**src/hdl/tcbd_pkg.sv**
```systemverilog
`timescale 1ns / 1ps
`default_nettype none
// ---------------------------------------------------------------------------
// tcbd_pkg
// Types, constants and the inverse round function shared by the TEA-64/128
// CBC decrypt core.
// ---------------------------------------------------------------------------
package tcbd_pkg;

	localparam logic [31:0] TEA_DELTA = 32'h9E37_79B9;

	localparam int unsigned QUEUE_DEPTH = 2;
	localparam int unsigned QPTR_W      = $clog2(QUEUE_DEPTH);

	typedef enum logic [1:0] {
		REG_KEY_HIGH    = 2'd0,
		REG_KEY_LOW     = 2'd1,
		REG_INIT_VECTOR = 2'd2
	} reg_index_t;

	typedef struct packed {
		logic [31:0] k0;
		logic [31:0] k1;
		logic [31:0] k2;
		logic [31:0] k3;
	} key_t;

	// one transaction handed from the front to the round pipeline
	typedef struct packed {
		logic [63:0] cipher;
		logic [63:0] chain;
	} work_t;

	typedef struct packed {
		logic  valid;
		work_t work;
	} queue_head_t;

	function automatic logic [63:0] tea_inv_round(input logic [63:0] blk, input key_t key,
		input logic [31:0] sum);
		logic [31:0] v0;
		logic [31:0] v1;
		v0 = blk[63:32];
		v1 = blk[31:0];
		v1 = v1 - (((v0 << 4) + key.k2) ^ (v0 + sum) ^ ((v0 >> 5) + key.k3));
		v0 = v0 - (((v1 << 4) + key.k0) ^ (v1 + sum) ^ ((v1 >> 5) + key.k1));
		return {v0, v1};
	endfunction

endpackage
`default_nettype wire

```
**src/hdl/tcbd_front.sv**
```systemverilog
`timescale 1ns / 1ps
`default_nettype none
// ---------------------------------------------------------------------------
// tcbd_front
// Configuration registers and CBC chaining. Each accepted transaction picks
// its chaining block (IV or previous ciphertext) and is pushed to the queue.
// ---------------------------------------------------------------------------
module tcbd_front (
	input  wire logic           clk,
	input  wire logic           arst_n,
	input  wire logic           cfg_write,
	input  wire logic [1:0]     cfg_index,
	input  wire logic [63:0]    cfg_data,
	input  wire logic           in_valid,
	output logic                in_stall,
	input  wire logic [63:0]    cipher_block,
	input  wire logic           first_block,
	input  wire logic           queue_full,
	output logic                push,
	output tcbd_pkg::work_t     push_work,
	output tcbd_pkg::key_t      key
);

	logic [63:0] key_high_q;
	logic [63:0] key_low_q;
	logic [63:0] init_vector_q;
	logic [63:0] chain_q;

	assign in_stall = queue_full;
	assign push     = in_valid && !queue_full;

	assign push_work.cipher = cipher_block;
	assign push_work.chain  = first_block ? init_vector_q : chain_q;

	assign key.k0 = key_high_q[63:32];
	assign key.k1 = key_high_q[31:0];
	assign key.k2 = key_low_q[63:32];
	assign key.k3 = key_low_q[31:0];

	always_ff @(posedge clk or negedge arst_n) begin
		if (!arst_n) begin
			key_high_q    <= '0;
			key_low_q     <= '0;
			init_vector_q <= '0;
		end else if (cfg_write) begin
			unique case (cfg_index)
				tcbd_pkg::REG_KEY_HIGH:    key_high_q    <= cfg_data;
				tcbd_pkg::REG_KEY_LOW:     key_low_q     <= cfg_data;
				tcbd_pkg::REG_INIT_VECTOR: init_vector_q <= cfg_data;
				default: ;
			endcase
		end
	end

	always_ff @(posedge clk or negedge arst_n) begin
		if (!arst_n) begin
			chain_q <= '0;
		end else if (push) begin
			chain_q <= cipher_block;
		end
	end

endmodule
`default_nettype wire

```
**config.mk**
```make
export PLATFORM = sky130hd
export DESIGN_NAME = tcbd_front
export DESIGN_NICKNAME = d
export VERILOG_FILES = /design/src/hdl/tcbd_pkg.sv /design/src/hdl/tcbd_front.sv
export SDC_FILE = /design/constraint.sdc
export NUM_CORES = 1
export LEC_CHECK = 0
export BUFFER_PORTS_ARGS = -buffer_cell sky130_fd_sc_hd__buf_4
export CORE_MARGIN = 3
export CORE_UTILIZATION = 35
export CTS_CLUSTER_SIZE = 14
export DETAILED_ROUTE_END_ITERATION = 10
export PLACE_DENSITY = 0.57
export SETUP_SLACK_MARGIN = 0.5
export SLEW_MARGIN = 15
export SYNTH_ARGS = -nofsm -noshare
export SYNTH_HDL_FRONTEND = slang
export SYNTH_SLANG_ARGS = --single-unit
```
**constraint.sdc**
```tcl
create_clock -name clk -period 3.62 [get_ports clk]
set_input_delay 0.724 -clock clk [delete_from_list [all_inputs] [get_ports clk]]
set_output_delay 0.724 -clock clk [all_outputs]
set_load 0.01 [all_outputs]
```
# --- Word level (Yosys, flattened, before mapping) ---
# Index checks and enable logic that the tools add are counted.
totals:
  regBits: 256
  latch_bits: 0
  ram_bits: 0
  romBits: 0
  in_bits: 136
  output_inout_bits: 258
  elab_cells: 13
  n_memories: 0
op_classes:
  add_sub_neg: 0
  multipliers: 0
  div_mod_pow: 0
  order_cmp: 0
  eq_ne: 2
  n_shift: 0
  muxes: 1
  bitwise_logic: 0
  n_reduce_logical: 6
ops:
  columns: ["op", "count"]
  rows:
  - ["2-to-1 mux 64 bit", 1]
  - ["AND reduction 2 bit", 3]
  - ["equality test 2 x 1 -> 1 bit, second input constant", 1]
  - ["equality test 2 bit, second input constant", 1]
  - ["zero test 2 bit", 1]
  - ["logical AND 1 bit", 1]
  - ["zero test 1 bit", 1]

# --- Longest topological paths before layout ---
depth:
  depth_word: 2
  mapped_depth: 4
  ltp_nobuf: 2

# --- Least setup slack after synthesis ---
# OpenSTA, ideal clock, no wires.
synth_timing:
  kind: "input -> output"
  startpoint: "input first_block"
  endpoint: "output push_work[10] (netlist name)"
  arrival_time_ps: 1481
  required_ps: 2896
  slack_ps: 1415
  stages: 3
  path_buffers: 2
  path_cell_list: "buf_2 > buf_2 > mux2_2"
synth_rtl:
  columns: ["element", "line_no", "rtl"]
  rows:
  - ["start: declaration", "tcbd_front.sv:17", "input wire logic first_block,"]
  - ["end: declaration", "tcbd_front.sv:20", "output tcbd_pkg::work_t push_work,"]

==> flow_summary.json <==
{
  "portBuffers": 393,
  "antenna_found_initial": 0,
  "dp_cells": 1420,
  "area_delta_synth_final_pct": 31.9,
  "synth.distinct_cells": 10,
  "crit_required_ns": 2.90,
  "timing.final.crit_period_ns": 2.68,
  "syn_area_um2": 11500,
  "status": "finished clean",
  "worst_slack_ns": 0.941,
  "htreeDepth": 1,
  "ios": 394,
  "r2r_end": "chain_q[27]$_DFFE_PN0P_",
  "gr-usage-all-layers_pct": 16.4,
  "grt_first_pass_wirelength_um": 45800,
  "cts_sinks": 256,
  "hold_class": "in2async",
  "finalMaxSlewViolations": 0,
  "wl_per_cell_um": 19.9,
  "power_density_nw_per_um2": 572,
  "ant_nets": 0,
  "grt_pass1_vias": 7294,
  "die_area_um2": 35000,
  "finalSetupViolations": 0,
  "via_count": 6642,
  "drive_above_1_share_pct": 74.5,
  "hpwl_um": 20600,
  "arrival_ns": 1.96,
  "path_class": "in2out",
  "grt.overflow.total": 0,
  "ys_ff_latch": 256,
  "finalHoldViolCount": 0,
  "worst_slew_pin_slew_ns": 0.583,
  "dieWidth_um": 187,
  "irDropWorstVdd_mv": 0.305,
  "synth_cells": 680,
  "critical_path.endpoint_type": "output port",
  "numCtsBuffers": 29,
  "clk_latency_ns": 0.52,
  "wl_um": 29300,
  "finalCritPeriodShare_pct": 74.0,
  "dr.first_iter.drc_count": 216,
  "grt_max_degree": 81,
  "drcViolationCount": 0,
  "clock_skew_ns": 0,
  "place_ws_ns": 0.915,
  "synth_seq_area_share_pct": 55.8,
  "slew_headroom_pct": 61.2,
  "cts_max_path_buffers": 3,
  "ys_warn_count": 0,
  "start_kind": "input pin",
  "power.total_mw": 8.66,
  "core_um2": 32000,
  "cts_tree": "built",
  "fmax_mhz": 373,
  "synth_area_per_cell_um2": 16.9,
  "fin_tns_setup_ns": 0,
  "rows": 65,
  "leakagePower_nw": 7.40,
  "initial_core_util_pct": 35.9,
  "first_pass_iters": 4,
  "path_clk_slew_ns": 0.06,
  "n_antenna_cell": 0,
  "r2r_slack_ns": 2.83,
  "finalNonFillerCells": 1473,
  "die_h_um": 187,
  "postCtsSetupBuffers": 0,
  "cp_max_fo": 22,
  "avgViaCountPerCell": 4.51,
  "grt_setup_unrepaired": "no",
  "reg2reg_from": "chain_q[27]$_DFFE_PN0P_",
  "cts_root_buffer": "clkbuf_16",
  "fin_nets": 1152,
  "r2r_cells": 1,
  "synth_nets": 816,
  "cap_viol_max_count": 0,
  "cts_resized": 0,
  "cts_hold_buf": 0,
  "gp_congestion": 0.732
}
-- worst max-delay path by stage --
| stage | from | endpoint | slack (ns) | cells past startpoint |
|---|---|---|---|---|
| floorplan | first_block | push_work[10] | 1.42 | 3 |
| global placement | first_block | push_work[49] | 0.92 | 4 |
| detailed placement | first_block | push_work[44] | 0.92 | 4 |
| CTS | first_block | push_work[3] | 0.91 | 4 |
| global route | first_block | push_work[47] | 0.86 | 4 |
| finish | first_block | push_work[50] | 0.94 | 4 |
-- per-stage QoR --
step                utilization, %  hold WS [ns]  cell area (um2)
floorplan                        -         0.428            11500
global placement              44.4         0.483            14200
detailed placement            44.4         0.488            14200
CTS                           47.4         0.165            15100
global route                  47.4         0.179            15100
finish                        47.4         0.161            15100
-- worst max-delay path: stages --
cell	delay [ns]
buf_4	0.32
buf_4	0.36
mux2_2	0.38
buf_4	0.14
-- registers in the layout, summed over array words and instances, names as in the netlist --
| name | count |
|---|---|
| key_low_q | 64 |
| init_vector_q | 64 |
| key_high_q | 64 |
| chain_q | 64 |
-- kinds of logic after synthesis --
logic type	share of synthesized area [%]
and+or+nand+nor	0.294
buffers and inverters	8.43
muxes	35.5
DFF	55.8
-- area by class of cell --
class,count,area [um2]
Clock buffer,44,862
Fill cell,2869,16800
Clock inverter,9,76.3
Timing Repair Buffer,405,3140
Sequential cell,256,6410
Multi-Input combinational cell,324,4120
Tap cell,435,544
-- cell usage in the layout, fill, tap and decap left out, types with 2 or more instances in the layout --
cell and instances:
buf_12 7, nand3b_1 2, clkbuf_16 29, buf_4 397
mux2_4 125, clkbuf_1 7, dfrtp_1 256, mux2_2 195
clkinv_2 6, clkbuf_8 8
-- per-layer routing --
metal  part of all wire, %  GRT usage, %  wire (um)
met5                     0             0          0
met4                   2.5          4.22        726
met3                   4.8          3.07       1420
met2                    52          29.5      15300
met1                    41          20.2      11900
-- synth_stat cells --
cell	count	area, um2
mux2_2	195	2200
buf_12	18	360
nor2b_1	1	6.26
dfrtp_1	256	6410
mux2_4	125	1880
nand3b_1	2	15.0
buf_4	71	533
buf_2	8	40.0
buf_6	3	33.8
nor3b_2	1	12.5
-- power breakdown --
group          internal, mW  total [mW]  switching [mW]
Sequential             3.38        3.67           0.292
Combinational          1.31        2.14           0.830
Clock                  1.70        2.85            1.14
No activity file was read; power rests on OpenSTA's default activity.
