==> src/hdl/tcbd_pkg.sv <==
`timescale 1ns / 1ps
`default_nettype none
// ---------------------------------------------------------------------------
// tcbd_pkg
// Types, constants and the inverse round function shared by the TEA-64/128
// CBC decrypt core.
// ---------------------------------------------------------------------------
package tcbd_pkg;

	localparam logic [31:0] TEA_DELTA = 32'h9E37_79B9;

	localparam int unsigned QUEUE_DEPTH = 2;
	localparam int unsigned QPTR_W      = $clog2(QUEUE_DEPTH);

	typedef enum logic [1:0] {
		REG_KEY_HIGH    = 2'd0,
		REG_KEY_LOW     = 2'd1,
		REG_INIT_VECTOR = 2'd2
	} reg_index_t;

	typedef struct packed {
		logic [31:0] k0;
		logic [31:0] k1;
		logic [31:0] k2;
		logic [31:0] k3;
	} key_t;

	// one transaction handed from the front to the round pipeline
	typedef struct packed {
		logic [63:0] cipher;
		logic [63:0] chain;
	} work_t;

	typedef struct packed {
		logic  valid;
		work_t work;
	} queue_head_t;

	function automatic logic [63:0] tea_inv_round(input logic [63:0] blk, input key_t key,
		input logic [31:0] sum);
		logic [31:0] v0;
		logic [31:0] v1;
		v0 = blk[63:32];
		v1 = blk[31:0];
		v1 = v1 - (((v0 << 4) + key.k2) ^ (v0 + sum) ^ ((v0 >> 5) + key.k3));
		v0 = v0 - (((v1 << 4) + key.k0) ^ (v1 + sum) ^ ((v1 >> 5) + key.k1));
		return {v0, v1};
	endfunction

endpackage
`default_nettype wire

==> src/hdl/tcbd_queue.sv <==
`timescale 1ns / 1ps
`default_nettype none
// ---------------------------------------------------------------------------
// tcbd_queue
// Short FIFO between the front and the round pipeline.
// ---------------------------------------------------------------------------
module tcbd_queue (
	input  wire logic               clk,
	input  wire logic               arst_n,
	input  wire logic               push,
	input  wire tcbd_pkg::work_t    push_work,
	output logic                    full,
	input  wire logic               pop,
	output tcbd_pkg::queue_head_t   head
);

	tcbd_pkg::work_t mem_q [tcbd_pkg::QUEUE_DEPTH];

	logic [tcbd_pkg::QPTR_W-1:0] wr_ptr_q;
	logic [tcbd_pkg::QPTR_W-1:0] rd_ptr_q;
	logic [tcbd_pkg::QPTR_W:0]   count_q;
	logic                        do_pop;

	assign full       = (count_q == (tcbd_pkg::QPTR_W+1)'(tcbd_pkg::QUEUE_DEPTH));
	assign head.valid = (count_q != '0);
	assign head.work  = mem_q[rd_ptr_q];
	assign do_pop     = pop && head.valid;

	always_ff @(posedge clk) begin
		if (push) begin
			mem_q[wr_ptr_q] <= push_work;
		end
	end

	always_ff @(posedge clk or negedge arst_n) begin
		if (!arst_n) begin
			wr_ptr_q <= '0;
			rd_ptr_q <= '0;
			count_q  <= '0;
		end else begin
			if (push) begin
				wr_ptr_q <= wr_ptr_q + tcbd_pkg::QPTR_W'(1);
			end
			if (do_pop) begin
				rd_ptr_q <= rd_ptr_q + tcbd_pkg::QPTR_W'(1);
			end
			if (push && !do_pop) begin
				count_q <= count_q + (tcbd_pkg::QPTR_W+1)'(1);
			end else if (do_pop && !push) begin
				count_q <= count_q - (tcbd_pkg::QPTR_W+1)'(1);
			end
		end
	end

endmodule
`default_nettype wire

==> config.mk <==
export PLATFORM = sky130hd
export DESIGN_NAME = tcbd_queue
export DESIGN_NICKNAME = d
export VERILOG_FILES = /design/src/hdl/tcbd_pkg.sv /design/src/hdl/tcbd_queue.sv
export SDC_FILE = /design/constraint.sdc
export NUM_CORES = 1
export LEC_CHECK = 0
export BUFFER_PORTS_ARGS = -buffer_cell sky130_fd_sc_hd__buf_2
export CORE_UTILIZATION = 40
export CTS_CLUSTER_SIZE = 14
export DETAILED_ROUTE_END_ITERATION = 8
export MAX_ROUTING_LAYER = met4
export PLACE_DENSITY = 0.69
export SYNTH_ARGS = -nofsm -noshare
export SYNTH_HDL_FRONTEND = slang
export SYNTH_SLANG_ARGS = --single-unit
==> constraint.sdc <==
create_clock -name clk -period 9.7 [get_ports clk]
set_input_delay 1.455 -clock clk [delete_from_list [all_inputs] [get_ports clk]]
set_output_delay 1.455 -clock clk [all_outputs]
set_load 0.1 [all_outputs]
Word-level counts from Yosys, hierarchy flattened
Memory sizes are Yosys's and may differ from the RTL's.
Cells that the tools add are included.
{ "totals": {"register_bits": 4, "ramBits": 256, "inputBits": 132, "mem_count": 1} }
{ "op_classes": {"add_sub_neg": 4, "eq_ne": 1, "mux": 4, "n_reduce_logical": 7} }
{ "memory_table": {"columns": ["name", "depth", "word_bits", "read_ports", "rd_clocked_by_memory_dff", "wr", "line_no", "text"], "rows": [
  ["mem_q", 2, 128, 1, 0, 1, "tcbd_queue.sv:17", "tcbd_pkg::work_t mem_q [tcbd_pkg::QUEUE_DEPTH];"]
]} }
{ "op_table": {"columns": ["cell", "n"], "rows": [
  ["$mux W2", 2],
  ["$reduce_bool A2 Y1", 2],
  ["$logic_and A1 B1 Y1", 3],
  ["$add A1 B1 Y1 const B", 2],
  ["$add A2 B1 Y2 const B", 1],
  ["$eq A2 B2 Y1 const B", 1],
  ["$logic_not A1 Y1", 2],
  ["$mux W1", 2],
  ["$sub A2 B1 Y2 const B", 1]
]} }

Longest topological paths before layout
Gate-level depths: netlist of run 1.
{ "logic_depth": {"depth_word": 5, "ltp_mapped": 6, "ltp_nobuf": 6} }

Worst setup path before layout of run 1
OpenSTA, ideal clock, no wires.
{ "synth_path": {"path_kind": "input -> register", "startpoint": "input port push", "endpoint": "memory mem_q[0][0] (netlist name), enable pin", "setup_ns": 0.632, "arrival_ns": 7.003, "slack_ns": 2.065, "path_stages": 1, "n_path_buf": 0, "cell_sequence": "nor2b_1"} }
{ "synth_via": {"elab_chain_cells": 2} }
{ "synth_lines": {"columns": ["element", "line_no", "text"], "rows": [
  ["from (decl)", "tcbd_queue.sv:10", "input wire logic push,"],
  ["$mux W1", "tcbd_queue.sv:30", "if (push) begin"],
  ["$mux W1 (not written as such)", "tcbd_queue.sv:31", "mem_q[wr_ptr_q] <= push_work;"],
  ["to (decl)", "tcbd_queue.sv:17", null]
]} }
Every way passes these cells.

==> results_tabular.tex, run 1 <==
\begin{tabular}{lr}
\hline
Metric & Value \\
\hline
\multicolumn{2}{l}{\textbf{Critical path}} \\
Worst Reg-to-Reg Cells & 2 \\
Reg-to-reg endpoint & mem\_q[1][86]\$\_DFFE\_PP\_ \\
Required arrival time at the worst endpoint & 8.25 ns \\
Crit Path Max Fanout & 66 \\
Internal reg-to-reg setup slack & 7.27 ns \\
Arr. time, crit path & 3.14 ns \\
Type of origin of the critical path & register \\
Kind of end point of the critical path & output port \\
Path type of the worst setup path & reg -> out \\
Startpoint of the worst-slack reg-to-reg timing path & wr\_ptr\_q\$\_DFFE\_PN0P\_ \\
\multicolumn{2}{l}{\textbf{Route}} \\
Post-route ant nets & 0 \\
Detailed Routing Iterations Pass 1 & 4 \\
Via count normalized by instance count & 4.63 \\
Post-DR wirelength/cell & 17.2 um \\
Remaining design rule violation count & 0 \\
Routed Wire Length & 17700 um \\
Starting DRT DRC Count & 184 \\
Total vias in the final route & 4759 \\
\multicolumn{2}{l}{\textbf{Clock tree}} \\
Buffers inserted by post-CTS timing repair & 0 \\
Sink count of the clock tree & 260 \\
CTS max path bufs & 3 \\
H-tree depth reported by CTS & 1 \\
Post-CTS clock slew at the launch and capture registers of the worst setup and hold paths & 0.06 ns \\
CTS tree & done \\
Count of cells resized by post-cts repair & 0 \\
Skew-Pair Late Insertion Delay & 0.51 ns \\
CTS root buf & sky130\_fd\_sc\_hd\_\_clkbuf\_16 \\
Number of buffers created by CTS & 27 \\
Hold buffer count at cts & 0 \\
\multicolumn{2}{l}{\textbf{Timing}} \\
Slew at the pin closest to its max-slew limit & 0.941 ns \\
Upper clock frequency limit & 218 MHz \\
Fin. Hold Viols & 0 \\
Worst clock skew & 0.00654 ns \\
Setup slack of the critical path after layout & 5.11 ns \\
Number of max-slew violations in the final report & 0 \\
Max transition margin & 0.373 \\
Endpoints failing setup & 0 \\
Final period util & 0.474 \\
Time the final worst path needs with I/O delays and setup & 4.59 ns \\
Unrepaired setup endpoints after global routing & false \\
Setup total negative slack & 0 ns \\
\multicolumn{2}{l}{\textbf{Global routing}} \\
Largest net degree at the start of global routing & 69 \\
Initial antenna violation count & 1 \\
Overall Global Routing Usage & 0.145 \\
First-pass GRT wire length & 26600 um \\
Vias in the first global route & 5141 \\
Overall overflow remaining after global route & 0 \\
\multicolumn{2}{l}{\textbf{Yosys}} \\
Post-synthesis compound-gate area fraction & 0 \\
Netlist cell types & 13 \\
Netlist Area Pre-Place & 9470 um2 \\
Xor-xnor portion of the synthesized cell area & 0.00462 \\
Gate count after technology mapping & 414 \\
Fraction of the yosys area taken by sequential cells & 0.822 \\
Count of warnings emitted by yosys & 0 \\
Proportion of synthesized area in mux cells & 0.152 \\
Top area cells in the synthesized netlist & sky130\_fd\_sc\_hd\_\_edfxtp\_1 (81\%), sky130\_fd\_sc\_hd\_\_mux2\_2 (15\%), sky130\_fd\_sc\_hd\_\_buf\_6 (1.5\%) \\
Synthesized area per cell & 22.9 um2 \\
Adder and majority cell fraction of the synthesized area & 0.00132 \\
Area fraction of the dominant cell type after synthesis & 0.812 \\
Synthesized flop and latch total & 260 \\
Combinational family with the most area after synthesis & multiplexers \\
Post-synth top area cell & sky130\_fd\_sc\_hd\_\_edfxtp\_1 \\
Mapped Nets & 547 \\
Basic-gate share of the synthesized area counting and, or, nand and nor cells & 0.00344 \\
\multicolumn{2}{l}{\textbf{Place}} \\
Pre-CTS setup slack & 5.63 ns \\
Number of port buffers & 261 \\
Detailed placer's ending HPWL & 11800 um \\
Routability congestion estimate & 0.732 \\
\multicolumn{2}{l}{\textbf{Floorplan}} \\
Standard cell core area & 22900 um2 \\
Starting density of the core & 0.413 \\
Number of core rows & 55 \\
Overall die area & 24300 um2 \\
Die width & 156 um \\
\# IOs & 262 \\
Die Y & 156 um \\
\multicolumn{2}{l}{\textbf{Cells and area}} \\
Synth-to-Final Area Change & 25.2\% \\
Footprint of the flip-flops and latches & 7790 um2 \\
Proportion of layout cells with a drive suffix above 1 & 0.609 \\
Area of combinational cells with multiple inputs & 1540 um2 \\
Final layout net count & 827 \\
Filler Cells Inserted & 1873 \\
\multicolumn{2}{l}{\textbf{Min path}} \\
Hold worst-path end & count\_q[1]\$\_DFFE\_PN0P\_ \\
Number of cells on the worst hold path & 1 \\
Hold/Removal Path Class & reg -> reg \\
Launch instance of the worst min-delay path & count\_q[1]\$\_DFFE\_PN0P\_ \\
\multicolumn{2}{l}{\textbf{Status}} \\
Result of the run & finished clean \\
\multicolumn{2}{l}{\textbf{Job}} \\
Maximum Capacitance Violations & 0 \\
\hline
\end{tabular}
-- state kept, by name, summed over array words and instances (netlist names) --
name	flops
wr_ptr_q	1
mem_q	256
rd_ptr_q	1
count_q	2
-- cell usage in the layout, fill, tap and decap left out --
| master | count |
|---|---|
| sky130_fd_sc_hd__inv_6 | 1 |
| sky130_fd_sc_hd__buf_2 | 261 |
| sky130_fd_sc_hd__clkbuf_16 | 27 |
| sky130_fd_sc_hd__clkinv_1 | 6 |
| sky130_fd_sc_hd__xor2_1 | 3 |
| sky130_fd_sc_hd__diode_2 | 1 |
| sky130_fd_sc_hd__dfrtp_1 | 3 |
| sky130_fd_sc_hd__edfxtp_1 | 256 |
| sky130_fd_sc_hd__nor2b_4 | 1 |
| sky130_fd_sc_hd__nor2b_1 | 1 |
| sky130_fd_sc_hd__or2_2 | 1 |
| sky130_fd_sc_hd__mux2_2 | 128 |
| sky130_fd_sc_hd__buf_4 | 4 |
| sky130_fd_sc_hd__clkbuf_1 | 5 |
| sky130_fd_sc_hd__bufinv_16 | 1 |
| sky130_fd_sc_hd__clkinv_2 | 8 |
| sky130_fd_sc_hd__xnor2_1 | 2 |
| sky130_fd_sc_hd__nand2_1 | 1 |
| sky130_fd_sc_hd__and2_4 | 1 |
| sky130_fd_sc_hd__nor2_1 | 1 |
| sky130_fd_sc_hd__dfrtp_4 | 1 |
| sky130_fd_sc_hd__ha_1 | 1 |
-- cell families (layout without fill, tap and decap cells) --
| logic type | after synthesis | after routing |
|---|---|---|
| xor+xnor | 5 | 5 |
| mux | 128 | 128 |
| flops | 260 | 260 |
| buf+inv | 14 | 313 |
| other cells | 0 | 1 |
| simple gates | 6 | 6 |
| fa+ha+maj | 1 | 1 |
-- routing by layer --
layer  track usage  vias up  part of all wire
met1         0.159     2316              0.39
li1              -     2208                 -
met2         0.250      191              0.51
met5             -        -                 0
met3        0.0403       44             0.070
met4        0.0537        0             0.033
-- stage by stage --
step           cells  hold slack [ns]  cell area (um2)   util
4_1_cts         1026            0.489            11900  0.517
6_report        1027            0.484            11900  0.517
5_1_grt         1027            0.500            11900  0.517
3_5_place_dp     978            0.479            11100  0.483
3_3_place_gp     978            0.463            11100  0.483
2_1_floorplan    414            0.447             9470      -
-- worst max-delay path by stage --
stage	start	to	slack, ns	cells after the start
2_1_floorplan	push	mem_q[0][0]$_DFFE_PP_	2.06	1
3_3_place_gp	rd_ptr_q$_DFFE_PN0P_	head[107]	5.70	3
3_5_place_dp	rd_ptr_q$_DFFE_PN0P_	head[100]	5.63	3
4_1_cts	rd_ptr_q$_DFFE_PN0P_	head[100]	5.07	3
5_1_grt	rd_ptr_q$_DFFE_PN0P_	head[100]	4.94	3
6_report	rd_ptr_q$_DFFE_PN0P_	head[100]	5.11	3
-- critical path: stages, from the launching register on --
cell                      delay [ns]
sky130_fd_sc_hd__dfrtp_4        0.98
sky130_fd_sc_hd__buf_4          0.76
sky130_fd_sc_hd__mux2_2         0.30
sky130_fd_sc_hd__buf_2          0.43
-- cell usage after synthesis --
cell type / instances
sky130_fd_sc_hd__and2_1: 1
sky130_fd_sc_hd__buf_6: 13
sky130_fd_sc_hd__nand2_1: 1
sky130_fd_sc_hd__xnor2_1: 2
sky130_fd_sc_hd__dfrtp_1: 4
sky130_fd_sc_hd__buf_2: 1
sky130_fd_sc_hd__nor2b_1: 2
sky130_fd_sc_hd__ha_1: 1
sky130_fd_sc_hd__mux2_2: 128
sky130_fd_sc_hd__or2_2: 1
sky130_fd_sc_hd__xor2_1: 3
sky130_fd_sc_hd__edfxtp_1: 256
sky130_fd_sc_hd__nor2_1: 1
-- area by class of cell --
cell class | count | area share
repair buffers | 265 | 0.113
multi-input cells | 140 | 0.130
clock buffers | 32 | 0.0586
diodes | 1 | 0.000211
flip-flops and latches | 260 | 0.657
well taps | 313 | 0.0330
clock inverters | 16 | 0.00855
Power of run 1 is left out: the tool's default activity adds up to more than one toggle a clock period on the data nets, which glitch-free logic cannot reach.
==> inputs of run 2 (changes only) <==
ABC_AREA = 1   (was unset)
clock period = 4.7 ns   (was 9.7 ns; I/O delays follow)
==> run 2 against run 1 <==
Compared with the run above:
- synthesized cell count up 68%
- area after synthesis up 0.18%
- routed wire length up 13%
- count of clock-buffer cells in the layout up 4
- critical path depth up 2
- clock skew up 0.0046 ns
- first-iteration DRC count up 63%
- final cell count up 27%
- core utilization up 0.65 points
- worst setup slack worse by 4.1 ns
- die area up 0.18%
==> results_tabular.tex, run 2 <==
\begin{tabular}{lr}
\hline
Metric & Value \\
\hline
\multicolumn{2}{l}{\textbf{Cells and area}} \\
Most common cell after layout, fill and taps aside & sky130\_fd\_sc\_hd\_\_nand2\_1 \\
Register containing the most flip-flops in the final layout & mem\_q \\
Registers with the most flip-flops & mem\_q: 256 flops, count\_q: 2 flops \\
Largest register FFs & 256 (unchanged) \\
Final layout net count & 1101 (+33\%) \\
Final Instance Count excl. Fillers & 1303 (+27\%) \\
Utilization after layout & 0.524 (+0.00650) \\
Proportion of layout cells with a drive suffix above 1 & 0.315 (-0.293) \\
Most frequent cells in the layout & sky130\_fd\_sc\_hd\_\_nand2\_1 (393), sky130\_fd\_sc\_hd\_\_buf\_2 (261), sky130\_fd\_sc\_hd\_\_edfxtp\_1 (256), sky130\_fd\_sc\_hd\_\_clkbuf\_16 (29), sky130\_fd\_sc\_hd\_\_buf\_4 (8) \\
Synth-to-Final Area Change & 26.6\% \\
Post-route design area & 12000 um2 (+1.3\%) \\
\multicolumn{2}{l}{\textbf{Min path}} \\
Hold/Removal Path Class & in -> reg \\
Hold worst-path end & mem\_q[1][115]\$\_DFFE\_PP\_ \\
Number of cells on the worst hold path & 1 (unchanged) \\
Launch instance of the worst min-delay path & push\_work[115] \\
\multicolumn{2}{l}{\textbf{Timing}} \\
Setup total negative slack & 0 ns (unchanged) \\
Max transition margin & 0.317 (-0.0557) \\
Fin. Hold Viols & 0 (unchanged) \\
Unrepaired setup endpoints after global routing & false \\
Worst clock skew & 0.0111 ns (+0.00459 ns) \\
Final period util & 0.784 \\
Endpoints failing setup & 0 (unchanged) \\
Number of max-slew violations in the final report & 0 (unchanged) \\
Time the final worst path needs with I/O delays and setup & 3.69 ns \\
Upper clock frequency limit & 271 MHz \\
Slew at the pin closest to its max-slew limit & 1.02 ns (+0.0835 ns) \\
\multicolumn{2}{l}{\textbf{Critical path}} \\
Type of origin of the critical path & register \\
Startpoint of the worst-slack reg-to-reg timing path & wr\_ptr\_q\$\_DFFE\_PN0P\_ \\
Kind of end point of the critical path & output port \\
Required arrival time at the worst endpoint & 3.99 ns (-4.26 ns) \\
Internal reg-to-reg setup slack & 2.70 ns (-4.57 ns) \\
Crit Path Max Fanout & 60 (-9.1\%) \\
Arr. time, crit path & 2.98 ns (-0.16 ns) \\
Path type of the worst setup path & reg -> out \\
First element of the critical path & rd\_ptr\_q\$\_DFFE\_PN0P\_ \\
Reg-to-reg endpoint & mem\_q[1][39]\$\_DFFE\_PP\_ \\
Worst Reg-to-Reg Cells & 3 (+1) \\
\multicolumn{2}{l}{\textbf{Yosys}} \\
Number of synthesized flops with an enable pin & 256 (unchanged) \\
Most used flip-flop cell after synthesis & sky130\_fd\_sc\_hd\_\_edfxtp\_1 \\
Count of warnings emitted by yosys & 0 (unchanged) \\
Mapped Nets & 829 (+52\%) \\
Ys async rst share & 0.0154 (unchanged) \\
Synthesized area per cell & 13.6 um2 (-40\%) \\
Netlist Area Pre-Place & 9490 um2 (+0.18\%) \\
Post-synth top area cell & sky130\_fd\_sc\_hd\_\_edfxtp\_1 \\
Fraction of the yosys area taken by sequential cells & 0.821 (-0.00152) \\
Netlist cell types & 14 (+1) \\
Top area cells in the synthesized netlist & sky130\_fd\_sc\_hd\_\_edfxtp\_1 (81\%), sky130\_fd\_sc\_hd\_\_nand2\_1 (16\%), sky130\_fd\_sc\_hd\_\_buf\_2 (1.3\%) \\
Area fraction of the dominant cell type after synthesis & 0.810 (-0.00150) \\
Library cell with the highest instance count after synthesis & sky130\_fd\_sc\_hd\_\_nand2\_1 \\
Gate count after technology mapping & 696 (+68\%) \\
Cell types with the highest counts after synthesis & sky130\_fd\_sc\_hd\_\_nand2\_1 (393), sky130\_fd\_sc\_hd\_\_edfxtp\_1 (256), sky130\_fd\_sc\_hd\_\_buf\_2 (25) \\
Synthesized flop and latch total & 260 (unchanged) \\
\multicolumn{2}{l}{\textbf{Global routing}} \\
Vias in the first global route & 5747 (+12\%) \\
Overall overflow remaining after global route & 0 (unchanged) \\
First-pass GRT wire length & 29900 um (+13\%) \\
Overall Global Routing Usage & 0.164 (+0.0192) \\
Largest net degree at the start of global routing & 87 (+26\%) \\
Initial antenna violation count & 1 (unchanged) \\
\multicolumn{2}{l}{\textbf{Clock tree}} \\
H-tree depth reported by CTS & 1 (unchanged) \\
CTS root buf & sky130\_fd\_sc\_hd\_\_clkbuf\_16 \\
Post-CTS clock slew at the launch and capture registers of the worst setup and hold paths & 0.06 ns (about the same) \\
Buffers inserted by post-CTS timing repair & 0 (unchanged) \\
CTS max path bufs & 3 (unchanged) \\
Sink count of the clock tree & 260 (unchanged) \\
Skew-Pair Late Insertion Delay & 0.53 ns (+0.02 ns) \\
CTS tree & done \\
Number of buffers created by CTS & 28 (+3.7\%) \\
\multicolumn{2}{l}{\textbf{Place}} \\
Detailed placer's ending HPWL & 12400 um (+4.8\%) \\
Number of port buffers & 261 (unchanged) \\
Post-DP Area & 11100 um2 (+0.54\%) \\
Routability congestion estimate & 0.704 (-3.9\%) \\
Number of cells in the design after placement & 1250 (+28\%) \\
\multicolumn{2}{l}{\textbf{Floorplan}} \\
Die width & 156 um (about the same) \\
Standard cell core area & 22900 um2 (unchanged) \\
Die Y & 156 um (about the same) \\
Starting density of the core & 0.414 (+0.000764) \\
Number of core rows & 55 (unchanged) \\
\# IOs & 262 (unchanged) \\
Overall die area & 24300 um2 (+0.18\%) \\
\multicolumn{2}{l}{\textbf{Route}} \\
Detailed Routing Iterations Pass 1 & 4 (unchanged) \\
Routed Wire Length & 19900 um (+13\%) \\
Post-DR wirelength/cell & 15.3 um (-11\%) \\
Starting DRT DRC Count & 300 (+63\%) \\
Post-route ant nets & 0 (unchanged) \\
Via count normalized by instance count & 4.57 (-1.4\%) \\
Remaining design rule violation count & 0 (unchanged) \\
Total vias in the final route & 5955 (+25\%) \\
\multicolumn{2}{l}{\textbf{Job}} \\
Maximum Capacitance Violations & 0 (unchanged) \\
\multicolumn{2}{l}{\textbf{Status}} \\
Result of the run & finished clean \\
\hline
\end{tabular}
[run 2: changes by cell type after synthesis, sizes merged, moves of 2 or more]
cell | previous run | this run
nand2 | 1 | 393
mux2 | 128 | 0
buf | 14 | 27
inv | 0 | 7
nand3 | 0 | 2
nor2b | 2 | 0
xor2 | 3 | 1
[run 2: through the flow]
| stage | setup slack (ns) | hold slack (ns) |
|---|---|---|
| CTS | 0.963 | 0.339 |
| floorplan | 0.212 | 0.409 |
| global placement | 1.54 | 0.458 |
| finish | 1.01 | 0.357 |
| global route | 0.806 | 0.335 |
| detailed placement | 1.54 | 0.467 |
[run 2: how the worst max path moves through the flow]
stage / endpoint / slack, ns
CTS: head[94] / 0.96
detailed placement: head[94] / 1.54
finish: head[94] / 1.01
global route: head[106] / 0.81
global placement: head[104] / 1.54
floorplan: mem_q[0][0]$_DFFE_PP_ / 0.21
[run 2: final cells by class]
type	instances	area (um2)
clock inverter	15	123
inverter	7	33.8
timing repair buffer	270	1380
clock buffer	36	752
fill	1957	10900
multi-input combinational	401	1540
tap	313	392
sequential	260	7790
antenna	1	2.50
[run 2: metal layers]
layer | vias up | wire length, um | share of wire | global-route usage
met5 | - | 0 | 0 | -
met4 | 0 | 603 | 0.030 | 0.0490
met3 | 40 | 1620 | 0.081 | 0.0464
met2 | 221 | 9450 | 0.48 | 0.266
met1 | 2790 | 8210 | 0.41 | 0.200
li1 | 2904 | - | - | -
[run 2: kinds of logic after synthesis]
group,after synthesis,share of synthesized area
buffers and inverters,35,0.0179
adder cells (fa/ha/maj),1,0.00132
AND/OR/NAND/NOR,398,0.158
flip-flops,260,0.821
XOR/XNOR,2,0.00185
[run 2: worst max-delay path, stage by stage, from the launching register on]
cell and delay (ns):
sky130_fd_sc_hd__dfrtp_4 0.71, sky130_fd_sc_hd__inv_4 0.61, sky130_fd_sc_hd__buf_4 0.46, sky130_fd_sc_hd__nand2_1 0.10, sky130_fd_sc_hd__nand2_1 0.08, sky130_fd_sc_hd__buf_2 0.43
[run 2: repair_timing]
item / CTS / global route
hold endpoints to repair: 4 / 0
gates resized for setup: 0 / 0
hold buffers: 1 / 0
setup endpoints to repair: 0 / 0
Power of run 2 is left out for the same reason.
==> inputs of run 3 (changes only) <==
clock period = 3.43 ns   (was 4.7 ns; I/O delays follow)
==> run 3 against run 2 <==
Compared with the run above:
- non-clock buffer count grew 1
- global-route usage shrank 0.41 points
- critical path type unchanged
- first-iteration DRC count shrank 5.7%
==> results_tabular.tex, run 3 (synthesis gave the netlist of run 2 again) <==
\begin{tabular}{lr}
\hline
Metric & Value \\
\hline
\multicolumn{2}{l}{\textbf{Status}} \\
Result of the run & finished clean \\
\multicolumn{2}{l}{\textbf{Cells and area}} \\
Register containing the most flip-flops in the final layout & mem\_q \\
Filler Cells Inserted & 1974 (+0.87\%) \\
Most common cell after layout, fill and taps aside & sky130\_fd\_sc\_hd\_\_nand2\_1 \\
Registers with the most flip-flops & mem\_q: 256 flops, count\_q: 2 flops \\
Largest register FFs & 256 (unchanged) \\
Proportion of layout cells with a drive suffix above 1 & 0.310 (-0.00551) \\
Most frequent cells in the layout & sky130\_fd\_sc\_hd\_\_nand2\_1 (393), sky130\_fd\_sc\_hd\_\_buf\_2 (261), sky130\_fd\_sc\_hd\_\_edfxtp\_1 (256), sky130\_fd\_sc\_hd\_\_clkbuf\_16 (26), sky130\_fd\_sc\_hd\_\_clkinv\_1 (8) \\
Synth-to-Final Area Change & 26.2\% \\
Final layout net count & 1100 (-0.091\%) \\
Final Instance Count excl. Fillers & 1302 (-0.077\%) \\
\multicolumn{2}{l}{\textbf{Place}} \\
Number of port buffers & 261 (unchanged) \\
Number of cells in the design after placement & 1251 (+0.080\%) \\
Routability congestion estimate & 0.716 (+1.7\%) \\
Detailed placer's ending HPWL & 12600 um (+1.5\%) \\
\multicolumn{2}{l}{\textbf{Floorplan}} \\
Overall die area & 24300 um2 (unchanged) \\
Standard cell core area & 22900 um2 (unchanged) \\
\# IOs & 262 (unchanged) \\
Starting density of the core & 0.414 (unchanged) \\
Die Y & 156 um (unchanged) \\
Number of core rows & 55 (unchanged) \\
Die width & 156 um (unchanged) \\
\multicolumn{2}{l}{\textbf{Global routing}} \\
Overall Global Routing Usage & 0.160 (-0.00412) \\
Overall overflow remaining after global route & 0 (unchanged) \\
Largest net degree at the start of global routing & 83 (-4.6\%) \\
Vias in the first global route & 5692 (-0.96\%) \\
Initial antenna violation count & 5 (+4) \\
First-pass GRT wire length & 29100 um (-2.9\%) \\
\multicolumn{2}{l}{\textbf{Clock tree}} \\
Count of cells resized by post-cts repair & 0 (unchanged) \\
H-tree depth reported by CTS & 1 (unchanged) \\
CTS max path bufs & 3 (unchanged) \\
Sink count of the clock tree & 260 (unchanged) \\
Skew-Pair Late Insertion Delay & 0.53 ns (about the same) \\
CTS root buf & sky130\_fd\_sc\_hd\_\_clkbuf\_16 \\
Number of buffers created by CTS & 26 (-7.1\%) \\
Post-CTS clock slew at the launch and capture registers of the worst setup and hold paths & 0.06 ns (about the same) \\
CTS tree & done \\
\multicolumn{2}{l}{\textbf{Timing}} \\
Upper clock frequency limit & 327 MHz \\
Worst clock skew & 0.0149 ns (+0.00379 ns) \\
Number of max-slew violations in the final report & 0 (unchanged) \\
Endpoints failing setup & 0 (unchanged) \\
Time the final worst path needs with I/O delays and setup & 3.06 ns \\
Final period util & 0.892 \\
Setup total negative slack & 0 ns (unchanged) \\
Slew at the pin closest to its max-slew limit & 0.603 ns (-0.422 ns) \\
Fin. Hold Viols & 0 (unchanged) \\
Unrepaired setup endpoints after global routing & false \\
Max transition margin & 0.598 (+0.281) \\
\multicolumn{2}{l}{\textbf{Route}} \\
Via count normalized by instance count & 4.56 (-0.31\%) \\
Routed Wire Length & 19700 um (-1.2\%) \\
Post-DR wirelength/cell & 15.1 um (-1.1\%) \\
Starting DRT DRC Count & 283 (-5.7\%) \\
Detailed Routing Iterations Pass 1 & 4 (unchanged) \\
Total vias in the final route & 5932 (-0.39\%) \\
Remaining design rule violation count & 0 (unchanged) \\
Post-route ant nets & 0 (unchanged) \\
\multicolumn{2}{l}{\textbf{Critical path}} \\
Series of cell instances along the critical path & inv\_4 -> buf\_4 -> nand2\_1 -> nand2\_1 -> buf\_2 \\
Slowest stage cell on the critical path & sky130\_fd\_sc\_hd\_\_dfrtp\_4 \\
Path type of the worst setup path & reg -> out \\
Crit Path Max Fanout & 55 (-8.3\%) \\
Kind of end point of the critical path & output port \\
Cell seen most often among critical-path stages & sky130\_fd\_sc\_hd\_\_nand2\_1 \\
Required arrival time at the worst endpoint & 2.92 ns (-1.07 ns) \\
Arr. time, crit path & 2.54 ns (-0.44 ns) \\
Longest individual stage delay on the worst path & 0.70 ns (about the same) \\
Type of origin of the critical path & register \\
\multicolumn{2}{l}{\textbf{Min path}} \\
Hold/Removal Path Class & in -> reg \\
\multicolumn{2}{l}{\textbf{Job}} \\
Maximum Capacitance Violations & 0 (unchanged) \\
\hline
\end{tabular}
-- run 3: layout make-up --
type	instances	area (um2)	share of cell area
sequential	260	7790	0.651
multi-input combinational	401	1540	0.128
timing repair buffer	271	1430	0.120
clock buffer	32	673	0.0562
tap	313	392	0.0327
clock inverter	13	96.3	0.00805
inverter	7	32.5	0.00272
antenna	5	12.5	0.00105
-- run 3: layer usage --
metal / part of all wire / track usage / routed length (um)
met5: 0 / - / 0
met3: 0.081 / 0.0467 / 1590
met1: 0.41 / 0.190 / 8060
met4: 0.031 / 0.0532 / 607
met2: 0.48 / 0.261 / 9390
-- run 3: worst paths after layout --
check | startpoint | end | slack [ns] | depth (start not counted)
max | rd_ptr_q$_DFFE_PN0P_ | head[22] | 0.37 | 5
max in group asynchronous | arst_n | rd_ptr_q$_DFFE_PN0P_ | 2.97 | 2
min in group asynchronous | arst_n | rd_ptr_q$_DFFE_PN0P_ | 0.33 | 2
min | push_work[80] | mem_q[1][80]$_DFFE_PP_ | 0.17 | 1
min reg2reg | count_q[1]$_DFFE_PN0P_ | count_q[1]$_DFFE_PN0P_ | 0.47 | 2
max reg2reg | wr_ptr_q$_DFFE_PN0P_ | mem_q[1][19]$_DFFE_PP_ | 1.60 | 3
-- run 3: worst max-delay path, delay by kind of cell (launching register included) --
kind,cells,cell delay [ns]
flip-flops,1,0.70
AND/OR/NAND/NOR,2,0.21
buffers and inverters,3,1.03
-- run 3: stage by stage --
step                      utilization  setup slack [ns]  hold WS (ns)  instance area (um2)
final                           0.522             0.371         0.170                12000
after global routing            0.522             0.178         0.147                12000
after CTS                       0.522             0.276         0.135                12000
after detailed placement        0.488             0.865         0.327                11200
after global placement          0.488             0.882         0.325                11200
after floorplan                     -             0.547         0.219                 9500
-- run 3: what timing repair did --
action	in CTS	in global routing
endpoints found under the setup margin	0	0
buffers inserted	0	0
hold buffers	1	0
endpoints found under the hold margin	4	0
Power of run 3 is left out for the same reason.
